## config.mk

```make
export PLATFORM = sky130hd
export DESIGN_NAME = pkt_line_sideband_demux
export DESIGN_NICKNAME = d
export VERILOG_FILES = /design/src/hdl/psd_pkg.sv /design/src/hdl/psd_in_reg.sv /design/src/hdl/psd_step.sv /design/src/hdl/psd_out_reg.sv /design/src/hdl/pkt_line_sideband_demux.sv
export SDC_FILE = /design/constraint.sdc
export NUM_CORES = 1
export LEC_CHECK = 0
export ABC_AREA = 1
export BUFFER_PORTS_ARGS = -buffer_cell sky130_fd_sc_hd__buf_4
export CAP_MARGIN = 20
export CORE_MARGIN = 3
export CORE_UTILIZATION = 50
export CTS_CLUSTER_DIAMETER = 120
export DETAILED_ROUTE_END_ITERATION = 8
export HOLD_SLACK_MARGIN = 0.02
export PLACE_DENSITY = 0.68
export SETUP_SLACK_MARGIN = 0.05
export SLEW_MARGIN = 20
export SYNTH_ARGS = -nofsm -noshare
export SYNTH_HDL_FRONTEND = slang
export SYNTH_SLANG_ARGS = --single-unit
```

## constraint.sdc

```tcl
create_clock -name clk_i -period 7.2 [get_ports clk_i]
set_input_delay 0.72 -clock clk_i [delete_from_list [all_inputs] [get_ports clk_i]]
set_output_delay 0.72 -clock clk_i [all_outputs]
set_load 0.03 [all_outputs]
```

## src/hdl/psd_pkg.sv

```systemverilog
// ----------------------------------------------------------------------------
// psd_pkg
// shared types, codes and helpers for the side-band line deframer
// ----------------------------------------------------------------------------
package psd_pkg;

  // event codes carried on the result channel
  typedef enum logic [2:0] {
    EV_PACK    = 3'd0,
    EV_PROG    = 3'd1,
    EV_NAK     = 3'd2,
    EV_ACK     = 3'd3,
    EV_UNKNOWN = 3'd4,
    EV_FLUSH   = 3'd5,
    EV_ERROR   = 3'd6
  } event_e;

  // framing phase
  typedef enum logic [2:0] {
    PH_LEN = 3'b001,
    PH_PAY = 3'b010,
    PH_ERR = 3'b100
  } phase_e;

  // kind of the current line
  typedef enum logic [5:0] {
    KD_NONE = 6'b000001,
    KD_PACK = 6'b000010,
    KD_PROG = 6'b000100,
    KD_NAK  = 6'b001000,
    KD_ACK  = 6'b010000,
    KD_SKIP = 6'b100000
  } kind_e;

  localparam logic [7:0] ChanPack = 8'h01;
  localparam logic [7:0] ChanProg = 8'h02;
  localparam logic [7:0] ChrN     = 8'h4e;
  localparam logic [7:0] ChrA     = 8'h41;
  localparam logic [7:0] ChrK     = 8'h4b;
  localparam logic [7:0] ChrC     = 8'h43;
  localparam logic [3:0] HexTen   = 4'ha;

  localparam logic [15:0] LenHeader = 16'd4;

  // one result item
  typedef struct packed {
    event_e     ev;
    logic [7:0] data;
    logic       last;
  } res_t;

  function automatic logic hex_ok(input logic [7:0] c);
    logic r;
    r = (c inside {["0":"9"], ["a":"f"], ["A":"F"]});
    return r;
  endfunction

  function automatic logic [3:0] hex_val(input logic [7:0] c);
    logic [3:0] r;
    if (c inside {["0":"9"]}) begin
      r = 4'(c - 8'h30);
    end else if (c inside {["a":"f"]}) begin
      r = 4'(c - 8'h61) + HexTen;
    end else if (c inside {["A":"F"]}) begin
      r = 4'(c - 8'h41) + HexTen;
    end else begin
      r = 4'd0;
    end
    return r;
  endfunction

endpackage

```

## src/hdl/psd_in_reg.sv

```systemverilog
// ----------------------------------------------------------------------------
// psd_in_reg
// input register: holds one received byte until the deframer takes it
// ----------------------------------------------------------------------------
module psd_in_reg import psd_pkg::*; (
  input  logic       clk_i,
  input  logic       rst_ni,
  input  logic       in_valid_i,
  output logic       in_stall_o,
  input  logic [7:0] stream_byte_i,
  input  logic       take_i,
  output logic       vld_o,
  output logic [7:0] byte_o
);

  logic       vld_q, vld_d;
  logic [7:0] byte_q, byte_d;

  // full and not drained this cycle
  assign in_stall_o = vld_q & ~take_i;

  always_comb begin
    vld_d  = vld_q;
    byte_d = byte_q;
    if (!in_stall_o) begin
      vld_d = in_valid_i;
      if (in_valid_i) begin
        byte_d = stream_byte_i;
      end
    end
  end

  always_ff @(posedge clk_i or negedge rst_ni) begin
    if (!rst_ni) begin
      vld_q <= 1'b0;
    end else begin
      vld_q <= vld_d;
    end
  end

  always_ff @(posedge clk_i) begin
    byte_q <= byte_d;
  end

  assign vld_o  = vld_q;
  assign byte_o = byte_q;

endmodule

```

## src/hdl/psd_step.sv

```systemverilog
// ----------------------------------------------------------------------------
// psd_step
// framing state and per-byte decision logic
// ----------------------------------------------------------------------------
module psd_step import psd_pkg::*; (
  input  logic       clk_i,
  input  logic       rst_ni,
  input  logic       fire_i,
  input  logic [7:0] byte_i,
  output logic       res_vld_o,
  output res_t       res_o
);

  phase_e      phase_q, phase_d;
  logic [1:0]  digit_cnt_q, digit_cnt_d;
  logic [15:0] left_q, left_d;
  kind_e       kind_q, kind_d;
  logic        match_two_q, match_two_d;

  logic        res_vld;
  res_t        res;
  logic [15:0] acc;
  logic [15:0] left_dec;
  logic        last;
  logic [7:0]  want;

  assign acc      = {left_q[11:0], hex_val(byte_i)};
  assign left_dec = left_q - 16'd1;
  assign last     = (left_dec == '0);

  always_comb begin
    if (kind_q == KD_NAK) begin
      want = match_two_q ? ChrK : ChrA;
    end else begin
      want = match_two_q ? ChrK : ChrC;
    end
  end

  always_comb begin
    phase_d     = phase_q;
    digit_cnt_d = digit_cnt_q;
    left_d      = left_q;
    kind_d      = kind_q;
    match_two_d = match_two_q;
    res_vld     = 1'b0;
    res         = '{ev: EV_PACK, data: 8'd0, last: 1'b0};

    case (phase_q)
      PH_LEN: begin
        if (!hex_ok(byte_i)) begin
          phase_d     = PH_ERR;
          digit_cnt_d = '0;
          left_d      = '0;
          kind_d      = KD_NONE;
          match_two_d = 1'b0;
          res_vld     = 1'b1;
          res.ev      = EV_ERROR;
        end else if (digit_cnt_q != 2'd3) begin
          left_d      = acc;
          digit_cnt_d = digit_cnt_q + 2'd1;
        end else begin
          digit_cnt_d = '0;
          kind_d      = KD_NONE;
          match_two_d = 1'b0;
          if (acc == '0) begin
            left_d  = '0;
            res_vld = 1'b1;
            res.ev  = EV_FLUSH;
          end else if (acc < LenHeader) begin
            phase_d = PH_ERR;
            left_d  = '0;
            res_vld = 1'b1;
            res.ev  = EV_ERROR;
          end else if (acc == LenHeader) begin
            left_d = '0;
          end else begin
            left_d  = acc - LenHeader;
            phase_d = PH_PAY;
          end
        end
      end

      PH_PAY: begin
        left_d = left_dec;
        case (kind_q)
          KD_NONE: begin
            if (byte_i == ChanPack) begin
              kind_d = KD_PACK;
            end else if (byte_i == ChanProg) begin
              kind_d = KD_PROG;
            end else if (byte_i == ChrN || byte_i == ChrA) begin
              kind_d      = (byte_i == ChrN) ? KD_NAK : KD_ACK;
              match_two_d = 1'b0;
              if (last) begin
                res_vld = 1'b1;
                res.ev  = EV_UNKNOWN;
              end
            end else begin
              kind_d  = KD_SKIP;
              res_vld = 1'b1;
              res.ev  = EV_UNKNOWN;
            end
          end
          KD_NAK, KD_ACK: begin
            if (byte_i != want) begin
              kind_d  = KD_SKIP;
              res_vld = 1'b1;
              res.ev  = EV_UNKNOWN;
            end else if (match_two_q) begin
              kind_d  = KD_SKIP;
              res_vld = 1'b1;
              res.ev  = (kind_q == KD_NAK) ? EV_NAK : EV_ACK;
            end else begin
              match_two_d = 1'b1;
              if (last) begin
                res_vld = 1'b1;
                res.ev  = EV_UNKNOWN;
              end
            end
          end
          KD_PACK: begin
            res_vld = 1'b1;
            res     = '{ev: EV_PACK, data: byte_i, last: last};
          end
          KD_PROG: begin
            res_vld = 1'b1;
            res     = '{ev: EV_PROG, data: byte_i, last: last};
          end
          default: begin
          end
        endcase
        // line done: back to the length field
        if (last) begin
          phase_d     = PH_LEN;
          digit_cnt_d = '0;
          left_d      = '0;
          kind_d      = KD_NONE;
          match_two_d = 1'b0;
        end
      end

      default: begin
      end
    endcase
  end

  always_ff @(posedge clk_i or negedge rst_ni) begin
    if (!rst_ni) begin
      phase_q     <= PH_LEN;
      digit_cnt_q <= '0;
      left_q      <= '0;
      kind_q      <= KD_NONE;
      match_two_q <= 1'b0;
    end else if (fire_i) begin
      phase_q     <= phase_d;
      digit_cnt_q <= digit_cnt_d;
      left_q      <= left_d;
      kind_q      <= kind_d;
      match_two_q <= match_two_d;
    end
  end

  assign res_vld_o = fire_i & res_vld;
  assign res_o     = res;

`ifndef ASSERT_OFF
  a_err_sticky: assert property (@(posedge clk_i) disable iff (!rst_ni)
    phase_q == PH_ERR |=> phase_q == PH_ERR)
    else $error("error phase left before reset");

  a_err_from_len: assert property (@(posedge clk_i) disable iff (!rst_ni)
    res_vld_o && res_o.ev == EV_ERROR |-> phase_q == PH_LEN)
    else $error("error event outside the length field");

  a_data_kind: assert property (@(posedge clk_i) disable iff (!rst_ni)
    res_vld_o && (res_o.ev == EV_PACK || res_o.ev == EV_PROG)
      |-> phase_q == PH_PAY && (kind_q == KD_PACK || kind_q == KD_PROG))
    else $error("payload byte emitted outside a data line");

  a_digits_in_len: assert property (@(posedge clk_i) disable iff (!rst_ni)
    digit_cnt_q != 2'd0 |-> phase_q == PH_LEN)
    else $error("digit count set outside the length field");
`endif

endmodule

```

## src/hdl/psd_out_reg.sv

```systemverilog
// ----------------------------------------------------------------------------
// psd_out_reg
// result register facing the receiver
// ----------------------------------------------------------------------------
module psd_out_reg import psd_pkg::*; (
  input  logic       clk_i,
  input  logic       rst_ni,
  input  logic       load_i,
  input  logic       res_vld_i,
  input  res_t       res_i,
  output logic       ready_o,
  output logic       out_valid_o,
  input  logic       out_stall_i,
  output logic [2:0] event_res_o,
  output logic [7:0] data_byte_o,
  output logic       last_in_line_o
);

  logic vld_q, vld_d;
  res_t res_q, res_d;

  // free, or the held result leaves this cycle
  assign ready_o = ~vld_q | ~out_stall_i;

  always_comb begin
    vld_d = vld_q;
    res_d = res_q;
    if (ready_o) begin
      vld_d = load_i & res_vld_i;
      if (load_i && res_vld_i) begin
        res_d = res_i;
      end
    end
  end

  always_ff @(posedge clk_i or negedge rst_ni) begin
    if (!rst_ni) begin
      vld_q <= 1'b0;
    end else begin
      vld_q <= vld_d;
    end
  end

  always_ff @(posedge clk_i) begin
    res_q <= res_d;
  end

  assign out_valid_o    = vld_q;
  assign event_res_o    = res_q.ev;
  assign data_byte_o    = res_q.data;
  assign last_in_line_o = res_q.last;

endmodule

```

## src/hdl/pkt_line_sideband_demux.sv

```systemverilog
// ----------------------------------------------------------------------------
// pkt_line_sideband_demux
// byte-serial deframer for a length-prefixed line stream with side-band
// channels
// ----------------------------------------------------------------------------
// usage:
//   input channel: one stream byte per transfer (in_valid_i / in_stall_o)
//   output channel: at most one event per byte (out_valid_o / out_stall_i),
//     carrying the event code, the payload byte and the end-of-line flag
//   bytes that cause no event (length digits, channel byte, skipped line
//   text, everything after an error) are consumed silently
// path: an accepted byte waits in the input register until it is decided;
//   its event goes into the result register: one register in, one out
// throughput: one byte per clock unless the receiver stalls; the decision
//   is a single pass of short logic (hex decode, 16-bit decrement and
//   compare) between the input register and the result register
// reset: both registers empty, framing back to reading length digits,
//   sticky error cleared
// receiver stall: the held event stays put, a byte is still taken into an
//   empty input register, then in_stall_o rises until the event leaves
// ----------------------------------------------------------------------------
module pkt_line_sideband_demux import psd_pkg::*; (
  input  logic       clk_i,
  input  logic       rst_ni,
  input  logic       in_valid_i,
  output logic       in_stall_o,
  input  logic [7:0] stream_byte_i,
  output logic       out_valid_o,
  input  logic       out_stall_i,
  output logic [2:0] event_res_o,
  output logic [7:0] data_byte_o,
  output logic       last_in_line_o
);

  logic       byte_vld;
  logic [7:0] byte_val;
  logic       out_ready;
  logic       fire;
  logic       res_vld;
  res_t       res;

  // a byte is processed when it is held and the result register can load
  assign fire = byte_vld & out_ready;

  // input side: one-byte holding register
  psd_in_reg u_in_reg (
    .clk_i         (clk_i),
    .rst_ni        (rst_ni),
    .in_valid_i    (in_valid_i),
    .in_stall_o    (in_stall_o),
    .stream_byte_i (stream_byte_i),
    .take_i        (fire),
    .vld_o         (byte_vld),
    .byte_o        (byte_val)
  );

  // framing state and per-byte decision
  psd_step u_step (
    .clk_i     (clk_i),
    .rst_ni    (rst_ni),
    .fire_i    (fire),
    .byte_i    (byte_val),
    .res_vld_o (res_vld),
    .res_o     (res)
  );

  // output side: result register toward the receiver
  psd_out_reg u_out_reg (
    .clk_i          (clk_i),
    .rst_ni         (rst_ni),
    .load_i         (fire),
    .res_vld_i      (res_vld),
    .res_i          (res),
    .ready_o        (out_ready),
    .out_valid_o    (out_valid_o),
    .out_stall_i    (out_stall_i),
    .event_res_o    (event_res_o),
    .data_byte_o    (data_byte_o),
    .last_in_line_o (last_in_line_o)
  );

endmodule

```

==> impl_metrics.toml <==
[timing]
finalSetupViolations = 0
hold_viol = 0
fmax_ghz = 0.308
tns_ns = 0
min_period_ns = 3.25
worst_pin_slew_ns = 0.905
skew_ns = 0.0223
rsz0062_at_grt = "no"
final.period_utilization_pct = 45.1
slew_headroom_pct = 39.6
slew_violations = 0

[global_routing]
grt.overflow.total = 0
grt_usage_pct = 23.8
antenna_found_initial = 0
grt_max_degree = 31
grt_pass1_wl_mm = 15.9
grt_pass1_vias = 3223

[pwr]
p_sw_share_pct = 24.7
p_int_mw = 0.417
p_leak_nw = 1.84
comb_power_share_pct = 7.4
vdd_ir_drop_max_mv = 0.0747
seq_power_share_pct = 54.8
clkPwrFrac_pct = 37.7
power_switching_mw = 0.137
power_density_nw_per_um2 = 137

[critical_path]
worstPathArrival_ns = 3.26
end_kind = "flop"
path_max_fanout = 12
crit_required_ns = 7.21
worst_r2r_path_depth = 20
crit_type = "reg2reg"
start_kind = "flop"

[floorplan]
die_w_um = 91.5
row_count = 30
die_area_um2 = 8380
initial_core_util_pct = 52.7
fp.coreArea_um2 = 6940
die_h_um = 91.5
io_pins = 26

[route]
drtIter0Drc = 307
dr_total_vias = 3446
routed-wl-met2_mm = 4.21
top_layer = "met4"
viasPerCell = 5.35
wl_met3_um = 489
drc = 0
dr.pass1.iters = 5
ant_nets = 0
post_drt_wl_per_cell_um = 14.6
wirelength_mm = 9.42
met1_length_mm = 4.60

[run_status]
outcome = "finished, final reports clean"

[synth]
ys_warn_count = 0
synth_fp_nets = 543
avgSynthCellArea_um2 = 7.02
ys_types = 34
synth-edff-count = 20
synth_ff_type = "dfrtp_1"
synthCells = 521
synth.cell_area_um2 = 3660
synth_seq_area_share_pct = 37.0
synth.ff_latch_count = 50
async_flop_share_pct = 60.0

[hold_path]
hold_path_class = "in2async"

[finish]
layout_common_cells = "nand2_1 (134), nor2_1 (75), inv_1 (71)"
final_common_cell = "nand2_1"
drive_above_1_share_pct = 15.3
layout.cells.non_filler = 644
nFillCells = 676
syn_to_final_growth_pct = 10.7
num-nets-final = 569
num_antenna_cells = 0

[clocking]
root_buffer = "clkbuf_8"
cts_setup_buffers = 0
insertion_delay_ns = 0.32
cts_buffers = 5
cts-resized-gates = 0
cts_buffer_depth = 2
clkTransAtPathRegs_ns = 0.11
cts_hold_buf = 0
cts.sinks = 50
h-tree-depth = 2
cts_tree = "done"

[placed_design]
place.gp.congestion = 0.994
numPortBuffers = 25
hpwlAfterDp_mm = 7.26
place_inst = 636

[run]
max_cap_violations = 0
## state kept, by name (all words and copies together), names as in the netlist
signal,count
u_in_reg.byte_o,8
u_in_reg.vld_o,1
u_out_reg.data_byte_o,8
u_out_reg.event_res_o,3
u_out_reg.last_in_line_o,1
u_out_reg.out_valid_o,1
u_step.digit_cnt_q,2
u_step.kind_q,6
u_step.left_q,16
u_step.match_two_q,1
u_step.phase_q,3
## Yosys cell counts (2+ instances only)
master | instances | area (um^2)
a21oi_1 | 21 | 105
o21ai_2 | 5 | 43.8
nand3b_1 | 2 | 15.0
nand3_2 | 4 | 40.0
nor2_1 | 75 | 282
nor3_1 | 13 | 65.1
dfstp_2 | 2 | 52.6
ha_1 | 10 | 125
nor2_4 | 6 | 67.6
o21ai_0 | 16 | 80.1
nor3_2 | 2 | 20.0
inv_1 | 71 | 267
nand4_1 | 16 | 100
nor4_1 | 2 | 12.5
dfrtp_1 | 28 | 701
nand2_1 | 134 | 503
clkbuf_1 | 5 | 18.8
xor2_1 | 10 | 87.6
edfxtp_1 | 20 | 601
a22oi_1 | 9 | 67.6
inv_2 | 7 | 26.3
nand3_1 | 30 | 150
nor2_2 | 9 | 56.3
nand2_2 | 14 | 87.6
## power by group through the flow
stage	Clock (mW)	Sequential (mW)	Combinational, mW
after floorplan	0	0.309	0.0259
after global placement	0	0.309	0.0407
after detailed placement	0	0.310	0.0411
after CTS	0.212	0.304	0.0413
after global routing	0.222	0.305	0.0480
final	0.209	0.304	0.0412
## logic make-up (layout without fill, tap and decap cells)
family	Yosys count	count (layout)	share of synthesized area [%]
adders and majority gates	10	10	3.42
buffers and inverters	85	112	8.96
DFF	50	50	37.0
AOI/OAI and AO/OA	56	56	9.17
xor gates and xnor gates	10	10	2.39
and+or+nand+nor	310	310	39.1
## cell type report
cell class / instances / area [um^2] / area share [%]
sequential: 50 / 1350 / 33.4
multi-input combinational: 386 / 1980 / 48.8
inverter: 78 / 293 / 7.23
tap: 96 / 120 / 2.97
clock inverter: 3 / 42.5 / 1.05
timing repair buffer: 26 / 195 / 4.82
clock buffer: 5 / 68.8 / 1.70
## layer usage
metal,global-route usage [%],vias to the layer above
li1,-,1726
met1,35.8,1586
met2,36.3,119
met3,2.49,15
met4,5.65,0
met5,0,-
## per-stage QoR
| stage | hold WS [ns] | cell area [um^2] | total power [mW] | worst slack (ns) | utilization [%] |
|---|---|---|---|---|---|
| after floorplan | 0.424 | 3660 | 0.334 | 4.47 | - |
| after global placement | 0.456 | 3940 | 0.350 | 4.16 | 56.7 |
| after detailed placement | 0.472 | 3940 | 0.351 | 3.98 | 56.7 |
| after CTS | 0.334 | 4050 | 0.557 | 3.96 | 58.3 |
| after global routing | 0.345 | 4050 | 0.574 | 3.57 | 58.3 |
| final | 0.318 | 4050 | 0.554 | 3.95 | 58.3 |
## critical path, cell delays in order (launching register included)
cell      delay [ns]
edfxtp_1        0.48
inv_1           0.18
ha_1            0.21
nor2_1          0.06
nand2_1         0.07
nand3_1         0.15
nand2_1         0.23
nand2_1         0.10
nor2_2          0.20
inv_1           0.10
ha_1            0.22
inv_1           0.06
nor2_1          0.04
nand2_1         0.08
nand2_1         0.06
nand2_1         0.08
nand2_1         0.05
nand2_1         0.08
nand2_1         0.05
o21bai_1        0.20
inv_1           0.25
## final timing paths
| path | start | endpoint | slack [ns] |
|---|---|---|---|
| hold / removal | rst_ni | u_step.left_q[11]$_DFFE_PN0P_ | 0.32 |
| max in group asynchronous | rst_ni | u_step.phase_q[0]$_DFFE_PN1P_ | 6.54 |
| min in group clk_i | u_step.phase_q[0]$_DFFE_PN1P_ | u_step.phase_q[0]$_DFFE_PN1P_ | 0.48 |
| setup reg to reg | u_in_reg.byte_o[1]$_DFFE_PP_ | u_out_reg.event_res_o[1]$_DFFE_PP_ | 3.95 |
| hold reg to reg | u_step.phase_q[0]$_DFFE_PN1P_ | u_step.phase_q[0]$_DFFE_PN1P_ | 0.48 |
| setup / recovery | u_in_reg.byte_o[1]$_DFFE_PP_ | u_out_reg.event_res_o[1]$_DFFE_PP_ | 3.95 |
(Power assumes the default switching activity.)
